File: config.mk
export PLATFORM = sky130hd
export DESIGN_NAME = svpwm_queue
export DESIGN_NICKNAME = d
export VERILOG_FILES = /design/src/hdl/svpwm_queue.sv
export SDC_FILE = /design/constraint.sdc
export NUM_CORES = 1
export LEC_CHECK = 0
export BUFFER_PORTS_ARGS = -buffer_cell sky130_fd_sc_hd__buf_2
export CAP_MARGIN = 5
export CORE_MARGIN = 4
export CORE_UTILIZATION = 55
export CTS_BUF_LIST = sky130_fd_sc_hd__clkbuf_16
export DETAILED_ROUTE_END_ITERATION = 10
export PLACE_DENSITY = 0.77
export SLEW_MARGIN = 10
export SYNTH_ARGS = -nofsm -noshare
export SYNTH_HDL_FRONTEND = slang
export SYNTH_SLANG_ARGS = --single-unit
File: constraint.sdc
create_clock -name clk -period 1.74 [get_ports clk]
set_input_delay 0.261 -clock clk [delete_from_list [all_inputs] [get_ports clk]]
set_output_delay 0.261 -clock clk [all_outputs]
set_load 0.005 [all_outputs]
File: src/hdl/svpwm_queue.sv
// Small register queue between the front and back parts.
`default_nettype none
module svpwm_queue #(
  parameter int unsigned W     = 8,
  parameter int unsigned DEPTH = 4
) (
  input  wire logic                       clk,
  input  wire logic                       rst_n,
  input  wire logic                       wr_en,
  input  wire logic [W-1:0]               wr_data,
  input  wire logic                       rd_en,
  output logic [W-1:0]                    rd_data,
  output logic                            q_empty,
  output logic [$clog2(DEPTH):0]          q_count
);
  localparam int unsigned AW = $clog2(DEPTH);

  logic [W-1:0]  mem_r [DEPTH];
  logic [AW-1:0] wp_r, rp_r;
  logic [AW:0]   cnt_r, cnt_nxt;

  assign rd_data = mem_r[rp_r];
  assign q_empty = (cnt_r == '0);
  assign q_count = cnt_r;

  always_comb begin
    cnt_nxt = cnt_r;
    if (wr_en && !rd_en) begin
      cnt_nxt = cnt_r + 1'b1;
    end else if (rd_en && !wr_en) begin
      cnt_nxt = cnt_r - 1'b1;
    end
  end

  always_ff @(posedge clk) begin
    if (!rst_n) begin
      wp_r  <= '0;
      rp_r  <= '0;
      cnt_r <= '0;
    end else begin
      cnt_r <= cnt_nxt;
      if (wr_en) begin
        wp_r <= wp_r + 1'b1;
      end
      if (rd_en) begin
        rp_r <= rp_r + 1'b1;
      end
    end
  end

  always_ff @(posedge clk) begin
    if (wr_en) begin
      mem_r[wp_r] <= wr_data;
    end
  end

  assert property (@(posedge clk) disable iff (!rst_n)
    !(wr_en && !rd_en && cnt_r == (AW+1)'(DEPTH)))
    else $error("queue overflow");
  assert property (@(posedge clk) disable iff (!rst_n)
    !(rd_en && cnt_r == '0))
    else $error("queue underflow");
  assert property (@(posedge clk) disable iff (!rst_n)
    (wr_en && !rd_en) |=> (cnt_r == $past(cnt_r) + 1'b1))
    else $error("queue count did not advance");

endmodule
`default_nettype wire

==> impl_metrics.csv <==
group,metric,value,unit
outcome,outcome,"finished clean",
power_and_ir_drop,leakagePower,0.000730,µW
worst_setup_path,cpPeakStageDelay,0.53,ns
worst_hold_path,worstHoldStart,"wr_data[3]",
logic_synthesis,ys_top_cells_by_count,"edfxtp_1, and2_1, dfxtp_1, mux4_2, ha_1",
worst_setup_path,path_class,"reg2out",
timing,fin_crit,1.69,ns
logic_synthesis,synth.area.top_cells,"edfxtp_1, dfxtp_1, mux4_2",
power_and_ir_drop,power.density,1250,nW/µm²
logic_synthesis,yosys.cell_types.count,18,
timing,rsz0062_at_grt,"false",
logic_synthesis,synth_top_area_cell,"edfxtp_1",
logic_synthesis,synth_top_area_share,0.602,
cts,cts.clk_slew.worst_paths,0.06,ns
drt,drc,0,
power_and_ir_drop,switching_share,0.198,
worst_setup_path,crit_path_end_kind,"primary output",
worst_setup_path,cp_max_fo,8,
worst_setup_path,critical_path.top_delay_family,"multiplexers",
cells_and_area,area_delta_synth_final,21.2,%
timing,slew-limit-headroom,0.704,
floorplan,core_area,2760,µm²
cells_and_area,final_nets,132,
power_and_ir_drop,ir_drop,1.32,mV
power_and_ir_drop,pwr-share-clk,0.415,
worst_setup_path,critical_path_required,1.48,ns
power_and_ir_drop,internal-power,1930,µW
floorplan,die_w,61.9,µm
cts,cts_tree,"done",
worst_hold_path,min_path_cells,1,
floorplan,die_area,3830,µm²
logic_synthesis,ys_ff_latch,41,
timing,skew,0.00184,ns
grt,grt_pass1_wl,3960,µm
grt,grt_max_degree,14,
cells_and_area,n_antenna_cell,0,
floorplan,std_cell_rows,19,
worst_setup_path,r2r_cells,4,
cts,cts_made_buffers,5,
grt,grt_overflow,0,
worst_hold_path,worstHoldPathType,"in2reg",
cts,hold_buffers,0,
logic_synthesis,synth_ff_type,"edfxtp_1",
timing,setup_viol,0,
cells_and_area,layout-drive-gt1-share,0.357,
logic_synthesis,synth-edff-count,32,
drt,wl,2420,µm
cts,cts_num_sinks,41,
worst_setup_path,critPathSlowestCell,"mux4_2",
cts,clockBufferDepth,2,
worst_setup_path,path_buf_inv,2,
timing,fmax,593,MHz
drt,drtIter0Drc,47,
worst_setup_path,r2r_slack,0.28,ns
cts,clock_latency,0.27,ns
drt,postRouteAntennaNets,0,
timing,setup_slack,0.0526,ns
run,maxCapViolations,0,
logic_synthesis,synth.most_common_cell,"edfxtp_1",
grt,track_usage,0.154,
place,post-place-ws,0.0236,ns
worst_setup_path,arrival,1.43,ns
logic_synthesis,syn_area_per_cell,19.0,µm²
worst_setup_path,worstReg2RegEnd,"q_count[2]",
logic_synthesis,synth_cells,84,
floorplan,die_h,61.9,µm
power_and_ir_drop,seqPwrFrac,0.481,
worst_setup_path,worstReg2RegStart,"q_count[0]",
timing,period_share,0.970,
grt,grt_pass1_vias,828,
floorplan,start_util,0.578,
worst_setup_path,path_cells,"buf_12 > mux4_2 > buf_6",
place,gp_congestion,0.632,
cts,htree_levels,2,
power_and_ir_drop,p_comb_frac,0.105,
logic_synthesis,synth_nets,102,
logic_synthesis,yosysSeqAreaShare,0.715,
worst_hold_path,min_to,"mem_r[3][3]",
logic_synthesis,async_reset_ff_frac,0,
logic_synthesis,synth_warnings,0,
timing,tns,0,ns
timing,hold_viol,0,
drt,drt_pass1_iterations,4,
timing,hold_ws,0.198,ns
cells_and_area,fill_cells,179,
cells_and_area,final_util,0.701,
floorplan,pin_count,24,
place,dpl.hpwl,1620,µm
drt,vias_per_cell,5.38,
timing,tightestPinTransition,0.444,ns
timing,drv_slew,0,
logic_synthesis,syn_area,1600,µm²
drt,via_count,786,
cts,root_buffer,"clkbuf_16",
grt,antenna_found_initial,0,
worst_setup_path,start_kind,"flip-flop",
power_and_ir_drop,power.switching,478,µW
drt,routedWlPerCell,16.6,µm
place,port_buffers,23,
-- through the flow --
stage / cells / total power (µW) / area (µm²)
finish: 146 / 2410 / 1930
global route: 146 / 2530 / 1930
CTS: 146 / 2430 / 1920
detailed placement: 138 / 1420 / 1750
global placement: 138 / 1410 / 1750
floorplan: 84 / 1320 / 1600
-- state kept, by name, summed over array words and instances (netlist names), named ones only --
name,cells
wp_r,2
q_count,3
rp_r,2
mem_r,32
-- power groups by stage --
| stage | combinational, µW | sequential [µW] | clock (µW) |
|---|---|---|---|
| floorplan | 153 | 1170 | 0 |
| global placement | 235 | 1170 | 0 |
| detailed placement | 244 | 1180 | 0 |
| CTS | 254 | 1160 | 1020 |
| global route | 290 | 1170 | 1070 |
| finish | 252 | 1160 | 1000 |
-- worst max-delay path by stage --
| stage | startpoint | to | slack [ns] | depth (start not counted) |
|---|---|---|---|---|
| after global placement | rd_en | q_count[2] | 0.1 | 8 |
| after detailed placement | rd_en | q_count[2] | 0.02 | 8 |
| after global routing | flip-flop | rd_data[3] | 0.0005 | 3 |
| final | flip-flop | rd_data[3] | 0.05 | 3 |
| after CTS | flip-flop | rd_data[3] | 0.008 | 3 |
| after floorplan | rd_en | q_count[2] | 0.24 | 7 |
-- area by class of cell --
class	instances	area (µm²)	share of cell area
sequential	41	1140	0.591
clock buffer	5	125	0.0647
multi-input combinational	37	423	0.219
inverter	4	15.0	0.00777
timing repair buffer	25	149	0.0770
clock inverter	3	40.0	0.0207
tap	31	38.8	0.0201
-- timing repair --
action / CTS / global route
resized for setup: 3 / 2
setup endpoints to repair: 2 / 1
setup buffers: 0 / 0
-- routing by layer --
| layer | vias to the layer above | track usage | routed length [µm] |
|---|---|---|---|
| li1 | 375 | - | - |
| met1 | 391 | 0.180 | 1040 |
| met2 | 18 | 0.254 | 1250 |
| met3 | 2 | 0.0620 | 124 |
| met4 | 0 | 0.0636 | 9 |
| met5 | - | 0 | 0 |
-- placed cells by master, fill, tap and decap left out --
cell type / instances
or3_1: 1
inv_4: 1
buf_12: 1
buf_2: 22
inv_1: 4
buf_4: 1
mux4_2: 8
nor3_1: 1
buf_6: 1
nor2b_1: 2
nand2_1: 1
edfxtp_1: 32
o21ai_0: 1
clkbuf_16: 5
and2_1: 9
bufinv_16: 1
dfxtp_2: 1
xor2_1: 3
fa_1: 1
xnor2_1: 2
clkinv_1: 1
a21boi_1: 1
dfxtp_1: 8
mux2i_1: 2
ha_1: 5
-- cells by family after synthesis --
| kind of cell | after synthesis | synth area share |
|---|---|---|
| DFF | 41 | 0.715 |
| adders and majority gates | 6 | 0.0518 |
| buffers and inverters | 6 | 0.0196 |
| muxes | 10 | 0.125 |
| and+or+nand+nor | 14 | 0.0525 |
| AOI/OAI and AO/OA | 2 | 0.00784 |
| xor gates and xnor gates | 5 | 0.0275 |
(Power assumes the default switching activity.)
