===== config.mk =====
export PLATFORM = sky130hd
export DESIGN_NAME = svpwm_front
export DESIGN_NICKNAME = d
export VERILOG_FILES = /design/src/hdl/svpwm_pkg.sv /design/src/hdl/svpwm_front.sv
export SDC_FILE = /design/constraint.sdc
export NUM_CORES = 1
export LEC_CHECK = 0
export BUFFER_PORTS_ARGS = -buffer_cell sky130_fd_sc_hd__buf_4
export CORE_MARGIN = 2
export CORE_UTILIZATION = 58
export DETAILED_ROUTE_END_ITERATION = 10
export PLACE_DENSITY = 0.8
export SYNTH_ARGS = -nofsm -noshare
export SYNTH_HDL_FRONTEND = slang
export SYNTH_SLANG_ARGS = --single-unit

===== constraint.sdc =====
create_clock -name clk -period 6.9 [get_ports clk]
set_input_delay 0.345 -clock clk [delete_from_list [all_inputs] [get_ports clk]]
set_output_delay 0.345 -clock clk [all_outputs]
set_load 0.01 [all_outputs]

===== src/hdl/svpwm_pkg.sv =====
// Package: shared constants and types for the space vector PWM setpoint block.
`default_nettype none
package svpwm_pkg;

  localparam int unsigned VOLT_WIDTH_DEF = 16;
  localparam int unsigned FRAC_BITS_DEF  = 16;
  localparam int unsigned FIX_BITS       = 24;
  localparam int unsigned CFG_WIDTH      = 16;
  localparam int unsigned CFG_IDX_WIDTH  = 2;
  localparam int unsigned MIDQ_DEPTH     = 4;

  localparam logic [FIX_BITS-1:0] INV_SQRT3_Q24     = 24'd9686330;
  localparam logic [FIX_BITS:0]   TWO_INV_SQRT3_Q24 = 25'd19372660;

  localparam logic [CFG_IDX_WIDTH-1:0] CFG_DC_LINK_VOLTAGE = 2'd0;
  localparam logic [CFG_IDX_WIDTH-1:0] CFG_PULSE_PERIOD    = 2'd1;
  localparam logic [CFG_IDX_WIDTH-1:0] CFG_PWM_MAX         = 2'd2;

  localparam logic [CFG_WIDTH-1:0] DC_LINK_RESET = 16'd24;
  localparam logic [CFG_WIDTH-1:0] PWM_MAX_RESET = 16'd255;

  localparam logic [2:0] SEC_1 = 3'd1;
  localparam logic [2:0] SEC_2 = 3'd2;
  localparam logic [2:0] SEC_3 = 3'd3;
  localparam logic [2:0] SEC_4 = 3'd4;
  localparam logic [2:0] SEC_5 = 3'd5;
  localparam logic [2:0] SEC_6 = 3'd6;

  typedef struct packed {
    logic [CFG_WIDTH-1:0] vdc;
    logic [CFG_WIDTH-1:0] pwm_max;
  } svpwm_cfg_t;

endpackage
`default_nettype wire


===== src/hdl/svpwm_front.sv =====
// Front part: magnitudes, sector, adjacent-vector magnitudes and dividends.
`default_nettype none
module svpwm_front #(
  parameter int unsigned VOLT_WIDTH = 16,
  parameter int unsigned FRAC_BITS  = 16,
  parameter int unsigned DEPTH      = 4
) (
  input  wire logic                          clk,
  input  wire logic                          rst_n,
  input  wire logic                          push,
  output logic                               full,
  input  wire logic signed [VOLT_WIDTH-1:0]  in_v_alpha,
  input  wire logic signed [VOLT_WIDTH-1:0]  in_v_beta,
  input  wire logic [$clog2(DEPTH):0]        q_count,
  output logic                               q_push,
  output logic [VOLT_WIDTH+FRAC_BITS:0]      q_nr,
  output logic [VOLT_WIDTH+FRAC_BITS:0]      q_nl,
  output logic [2:0]                         q_sector
);
  import svpwm_pkg::*;

  localparam int unsigned VW = VOLT_WIDTH;
  localparam int unsigned MW = VW + FIX_BITS;
  localparam int unsigned SH = FIX_BITS + 1 - FRAC_BITS;
  localparam int unsigned CW = $clog2(DEPTH) + 1;

  logic          v0_r, v1_r;
  logic [VW-1:0] a0_r, b0_r, a1_r;
  logic          an0_r, bn0_r, an1_r, bn1_r;
  logic [MW-1:0] bs1_r, mc1_r;

  logic [VW-1:0] a_raw, b_raw;
  logic          accept;
  logic [MW-1:0] aq, ma, mb, ur, ul;
  logic          bneg;
  logic [2:0]    sec;
  logic [MW+1:0] nr3, nl3;

  assign a_raw  = in_v_alpha;
  assign b_raw  = in_v_beta;
  assign full   = (CW'(v0_r) + CW'(v1_r) + q_count) >= CW'(DEPTH);
  assign accept = push && !full;

  always_ff @(posedge clk) begin
    if (!rst_n) begin
      v0_r <= 1'b0;
      v1_r <= 1'b0;
    end else begin
      v0_r <= accept;
      v1_r <= v0_r;
    end
  end

  always_ff @(posedge clk) begin
    an0_r <= a_raw[VW-1];
    bn0_r <= b_raw[VW-1];
    a0_r  <= a_raw[VW-1] ? (~a_raw + 1'b1) : a_raw;
    b0_r  <= b_raw[VW-1] ? (~b_raw + 1'b1) : b_raw;
    an1_r <= an0_r;
    bn1_r <= bn0_r;
    a1_r  <= a0_r;
    bs1_r <= MW'(b0_r * INV_SQRT3_Q24);
    mc1_r <= MW'(b0_r * TWO_INV_SQRT3_Q24);
  end

  always_comb begin
    aq   = {a1_r, {FIX_BITS{1'b0}}};
    ma   = aq + bs1_r;
    bneg = aq < bs1_r;
    mb   = bneg ? (bs1_r - aq) : (aq - bs1_r);
    if (!bn1_r) begin
      sec = an1_r ? (bneg ? SEC_2 : SEC_3) : (bneg ? SEC_2 : SEC_1);
    end else begin
      sec = an1_r ? (bneg ? SEC_5 : SEC_4) : (bneg ? SEC_5 : SEC_6);
    end
    if (sec == SEC_1 || sec == SEC_4) begin
      ur = mb;
      ul = mc1_r;
    end else if (sec == SEC_3 || sec == SEC_6) begin
      ur = mc1_r;
      ul = mb;
    end else if (an1_r == bn1_r) begin
      ur = ma;
      ul = mb;
    end else begin
      ur = mb;
      ul = ma;
    end
    nr3 = {1'b0, ur, 1'b0} + {2'b00, ur};
    nl3 = {1'b0, ul, 1'b0} + {2'b00, ul};
  end

  assign q_push   = v1_r;
  assign q_nr     = nr3[MW+1:SH];
  assign q_nl     = nl3[MW+1:SH];
  assign q_sector = sec;

  assert property (@(posedge clk) disable iff (!rst_n)
    v1_r |-> (q_count != CW'(DEPTH)))
    else $error("front pushed into a full queue");
  assert property (@(posedge clk) disable iff (!rst_n)
    accept |=> v0_r)
    else $error("accepted beat lost in front");
  assert property (@(posedge clk) disable iff (!rst_n)
    (v1_r && a1_r == '0 && bs1_r == '0) |-> (sec == SEC_1))
    else $error("zero vector not in first sector");

endmodule
`default_nettype wire


==> results of run 1 <==
## metal layers
metal	GRT usage	up-vias	routed length, um
met4	0.103	0	1600
met2	0.495	450	21000
met1	0.379	7310	20000
met5	0	-	0
li1	-	7592	-
met3	0.0252	76	2100
## per-stage QoR
step | TNS, ns | setup WS [ns] | hold slack [ns] | instances
CTS | 0 | 0.00462 | 0.111 | 2609
global route | -0.106 | -0.0913 | 0.112 | 2617
detailed placement | -0.0848 | -0.0848 | 0.314 | 2591
finish | 0 | 0.226 | 0.118 | 2617
global placement | 0 | 0.0525 | 0.312 | 2591
floorplan | 0 | 0.189 | 0.310 | 2116
## cells in the mapped netlist (16+ instances only)
library cell / instances
o21bai_1: 27
clkbuf_1: 53
nor3_1: 40
nand3_1: 30
nand2_1: 132
a21oi_1: 168
and3_1: 18
dfxtp_1: 93
or3_1: 25
o21ai_0: 110
a31oi_1: 24
xor2_1: 42
o21a_1: 16
a21o_1: 73
fa_1: 121
nor2_1: 179
xnor2_1: 110
or2_2: 18
ha_1: 280
o31ai_1: 25
inv_1: 264
## layout make-up
class                           count  area [um^2]  area share
Tap cell                          384          480      0.0253
Clock inverter                      7         68.8     0.00362
Clock buffer                        9          225      0.0118
Timing Repair Buffer              178         1380      0.0724
Multi-Input combinational cell   1682        14000       0.736
Inverter                          264          991      0.0521
Sequential cell                    93         1870      0.0982
## worst max-delay path, delay by kind of cell, from the launching register on
kind	cells	cell delay, ns
adders and majority gates	2	0.63
and+or+nand+nor	5	1.01
xor gates and xnor gates	1	0.24
AOI/OAI and AO/OA	13	2.88
buffers and inverters	5	0.79
DFF	1	0.38
## what timing repair did
| action | in CTS | in global routing |
|---|---|---|
| pin swaps | 3 | 16 |
| cloned | 1 | 1 |
| endpoints found under the setup margin | 8 | 19 |
| setup buffers | 1 | 7 |
| resized for setup | 6 | 50 |
## state kept, by name, summed over array words and instances, names as in the netlist
register / cells
an0_r: 1
v0_r: 1
mc1_r: 37
a1_r: 16
b0_r: 16
bn1_r: 1
q_push: 1
bn0_r: 1
a0_r: 16
an1_r: 1
bs1_r: 2
## cell families (layout without fill, tap and decap cells)
| kind of cell | Yosys count | after routing | synth area share |
|---|---|---|---|
| muxes | 9 | 9 | 0.00547 |
| and+or+nand+nor | 522 | 522 | 0.145 |
| AOI/OAI and AO/OA | 597 | 598 | 0.233 |
| buffers and inverters | 342 | 458 | 0.0780 |
| DFF | 93 | 93 | 0.110 |
| adders and majority gates | 401 | 401 | 0.350 |
| xor gates and xnor gates | 152 | 152 | 0.0786 |
## worst paths after layout
check              endpoint  slack (ns)  depth (start not counted)
hold reg to reg    a1_r[10]        0.33                          0
hold / removal      b0_r[0]        0.12                          1
setup reg to reg  bs1_r[38]        0.26                         24
setup / recovery   q_nr[26]        0.23                         26
==> impl_metrics.tcl, run 1 <==
set metrics [dict create \
    status "completed" \
    post-synth-top-area-fraction 0.207 \
    core_area_um2 28700 \
    synth_area_um2 16900 \
    setup_viol 0 \
    ant_nets 0 \
    critical_path.startpoint "a1_r[11]" \
    finalCritPeriodShare 0.967 \
    drt_pass1_iterations 6 \
    grt_overflow_total 0 \
    final_nets 2667 \
    final_cell_mix "ha_1 (274), inv_1 (264), nor2_1 (178), buf_4 (173), a21oi_1 (163)" \
    final_layout_size_suffix_gt1_frac 0.129 \
    fmax_ghz 0.150 \
    port_buffers 108 \
    ys_seq_elements 93 \
    hold_class "input port to flop" \
    final-hold-violation-count 0 \
    drv_cap 0 \
    areaGrowthSynthToFinish_pct 12.3 \
    die_area_um2 30600 \
    syn-instance-count 2116 \
    yosysSeqAreaShare 0.110 \
    wirelength_mm 44.8 \
    start_util 0.590 \
    dp.final_hpwl_mm 37.5 \
    die_width_um 175 \
    gp_congestion 1.01 \
    period_needed_ns 6.67 \
    worst_r2r_startpoint "b0_r[13]" \
    dr.first_iter.drc_count 1118 \
    cp-end-kind "output port" \
    arrival_ns 6.33 \
    slew_violations 0 \
    worst_pin_slew_ns 0.674 \
    finalClockSkew_ns 0.0131 \
    synth_flop_cell "dfxtp_1" \
    holdCritStartpoint "in_v_beta[0]" \
    synth_edf_count 0 \
    remaining_drc_errors 0 \
    num_io_pins 109 \
    clock-root-buffer "clkbuf_16" \
    ctsHoldBuffers 0 \
    crit_path_frequent_cell "buf_4" \
    fillerInstances 2481 \
    detailroute.via_count 15428 \
    cts_tree "done" \
    ys_top_cells_by_area "ha_1 (21%), fa_1 (14%), dfxtp_1 (11%)" \
    grt_pass1_vias 14694 \
    cts_max_path_buffers 2 \
    num_rows 62 \
    place_area_um2 18400 \
    wl_per_cell_um 17.1 \
    crit_path_start_kind "flop" \
    yosysUniqueCellTypes 80 \
    die-height_um 175 \
    avgSynthCellArea_um2 8.00 \
    grt.total_usage 0.288 \
    clk_pin_slew_worst_paths_ns 0.08 \
    ys_async_sr_fraction 0 \
    final_common_cell "ha_1" \
    antennaDiodeCount 0 \
    numCtsBuffers 9 \
    syn_nets 2555 \
    critPathSlowestCell "a2111o_1" \
    ys_warn_count 0 \
    cp_data_required_time_ns 6.55 \
    grt_pass1_wl_mm 71.7 \
    vias_per_cell 5.90 \
    slew_headroom 0.548 \
    cp_max_fo 18 \
    postLayoutCoreUtil 0.663 \
    slowest_delay_ns 0.50 \
    clk-insertion-delay-late_ns 0.37 \
    htreeDepth 3 \
    numClockSinks 93 \
    final_area_um2 19000 \
    grt_max_degree 56 \
    grt_antenna_before_repair 0 \
    crit_type "flop to output port" \
    yosysTopAreaCell "ha_1" \
]
Power of run 1 is not shown: default switching activity piles up to over one toggle a cycle in this logic, so the estimate is an artifact.
==> run 2, diff against run 1 <==
CORE_ASPECT_RATIO = 1.75   (was unset)
==> impl_metrics.tcl, run 2 (synthesized netlist as in run 1, its figures left out) <==
set metrics [dict create \
    ant_nets 0 \
    path_buf_inv 3 \
    worst_r2r_startpoint "b0_r[4]" \
    finalClockSkew_ns 0.00896 \
    slew_violations 0 \
    gp_congestion 1.03 \
    grt_overflow_total 0 \
    grt.total_usage 0.290 \
    areaGrowthSynthToFinish_pct 11.7 \
    numClockSinks 93 \
    die_area_um2 30600 \
    num_io_pins 109 \
    worst_slack_ns 0.224 \
    wl_per_cell_um 17.6 \
    regMostFlops "mc1_r" \
    final-hold-violation-count 0 \
    holdCritStartpoint "in_v_beta[0]" \
    grt_max_degree 59 \
    slew_headroom 0.509 \
    cp-end-kind "output port" \
    cts_tree "done" \
    finalCritPeriodShare 0.968 \
    hold_end "b0_r[0]" \
    num_rows 82 \
    dr.first_iter.drc_count 987 \
    path_delay_family "compound AO/OA/AOI/OAI gates" \
    clock-root-buffer "clkbuf_16" \
    start_util 0.589 \
    cp_data_required_time_ns 6.55 \
    remaining_drc_errors 0 \
    min_path_cells 1 \
    grt_pass1_wl_mm 72.5 \
    drt_pass1_iterations 6 \
    status "completed" \
    clk_pin_slew_worst_paths_ns 0.07 \
    drv_cap 0 \
    grt_pass1_vias 15470 \
    antennaDiodeCount 0 \
    port_buffers 108 \
    cp_max_fo 25 \
    core_area_um2 28700 \
    clk-insertion-delay-late_ns 0.37 \
    critPathSlowestCell "a2111o_1" \
    final_cell_mix "ha_1 (272), inv_1 (264), nor2_1 (178), buf_4 (167), a21oi_1 (164)" \
    r2r_cells 27 \
    die-height_um 230 \
    final_layout_size_suffix_gt1_frac 0.123 \
    fmax_ghz 0.150 \
    vias_per_cell 5.98 \
    setup_viol 0 \
    pre_cts_slack_ns -0.302 \
    crit_path_start_kind "flop" \
    r2r_setup_slack_ns 0.25 \
    hold_class "input port to flop" \
    grt_antenna_before_repair 0 \
    fillerInstances 2429 \
    arrival_ns 6.33 \
    period_needed_ns 6.68 \
    worstReg2RegEnd "bs1_r[38]" \
    die_width_um 133 \
    crit_type "flop to output port" \
    dp.final_hpwl_mm 37.9 \
    slowest_delay_ns 0.45 \
    final_nets 2658 \
    largest_reg_flops 37 \
    numCtsBuffers 9 \
    cts_max_path_buffers 2 \
    final_common_cell "ha_1" \
    detailroute.via_count 15563 \
    htreeDepth 3 \
    wirelength_mm 45.7 \
    worst_pin_slew_ns 0.730 \
    crit_path_frequent_cell "a21o_1" \
]
[run 2: changes by cell type in the layout (fill, tap and decap cells not counted), moves of 2 or more]
cell	previous run	this run
a2111oi_0	2	4
a2111oi_2	3	1
buf_4	173	167
buf_6	3	0
ha_1	274	272
o21ai_0	105	107
o21ai_2	5	3
[run 2: per-layer routing]
metal / track usage / up-vias / part of all wire
met1: 0.301 / 7402 / 0.37
li1: - / 7577 / -
met3: 0.0240 / 118 / 0.036
met4: 0.173 / 0 / 0.058
met5: 0 / - / 0
met2: 0.560 / 466 / 0.54
[run 2: worst max-delay path by stage]
stage	from	end	slack, ns	cells past startpoint
final	a1_r[10]	q_nl[31]	0.22	26
after global routing	b0_r[4]	bs1_r[38]	-0.01	27
after CTS	a1_r[11]	q_nl[31]	0.01	26
after detailed placement	b0_r[14]	bs1_r[38]	-0.30	23
after global placement	b0_r[14]	bs1_r[38]	-0.17	23
after floorplan	a1_r[10]	q_nl[31]	0.19	30
[run 2: layout make-up]
type	instances	area [um^2]	area share
flip-flops and latches	93	1870	0.0989
inverters	264	991	0.0524
clock buffers	9	225	0.0119
clock inverters	7	67.6	0.00357
multi-input cells	1682	14000	0.739
repair buffers	169	1300	0.0687
well taps	378	473	0.0250
[run 2: repair_timing]
item / in CTS / in global routing
cloned: 0 / 2
endpoints found under the setup margin: 6 / 15
pin swaps: 1 / 13
resized for setup: 8 / 33
buffers inserted: 1 / 5
hold buffers: 0 / 0
[run 2: through the flow]
stage | utilization | hold WS [ns] | setup TNS (ns) | instance area [um^2] | std cells
finish | 0.658 | 0.121 | 0 | 18900 | 2602
global route | 0.658 | 0.131 | -0.0223 | 18900 | 2602
CTS | 0.650 | 0.110 | 0 | 18700 | 2595
detailed placement | 0.639 | 0.312 | -0.347 | 18300 | 2578
global placement | 0.639 | 0.311 | -0.170 | 18300 | 2578
floorplan | - | 0.310 | 0 | 16900 | 2116
[run 2: worst reg2reg max path: cells and delay by family, from the launching register on]
kind | cells | cell delay (ns)
AOI/OAI and AO/OA | 10 | 1.81
xor gates and xnor gates | 1 | 0.12
and+or+nand+nor | 3 | 0.29
adders and majority gates | 7 | 3.43
DFF | 1 | 0.33
buffers and inverters | 6 | 0.60
Power of run 2 is left out for the same reason.
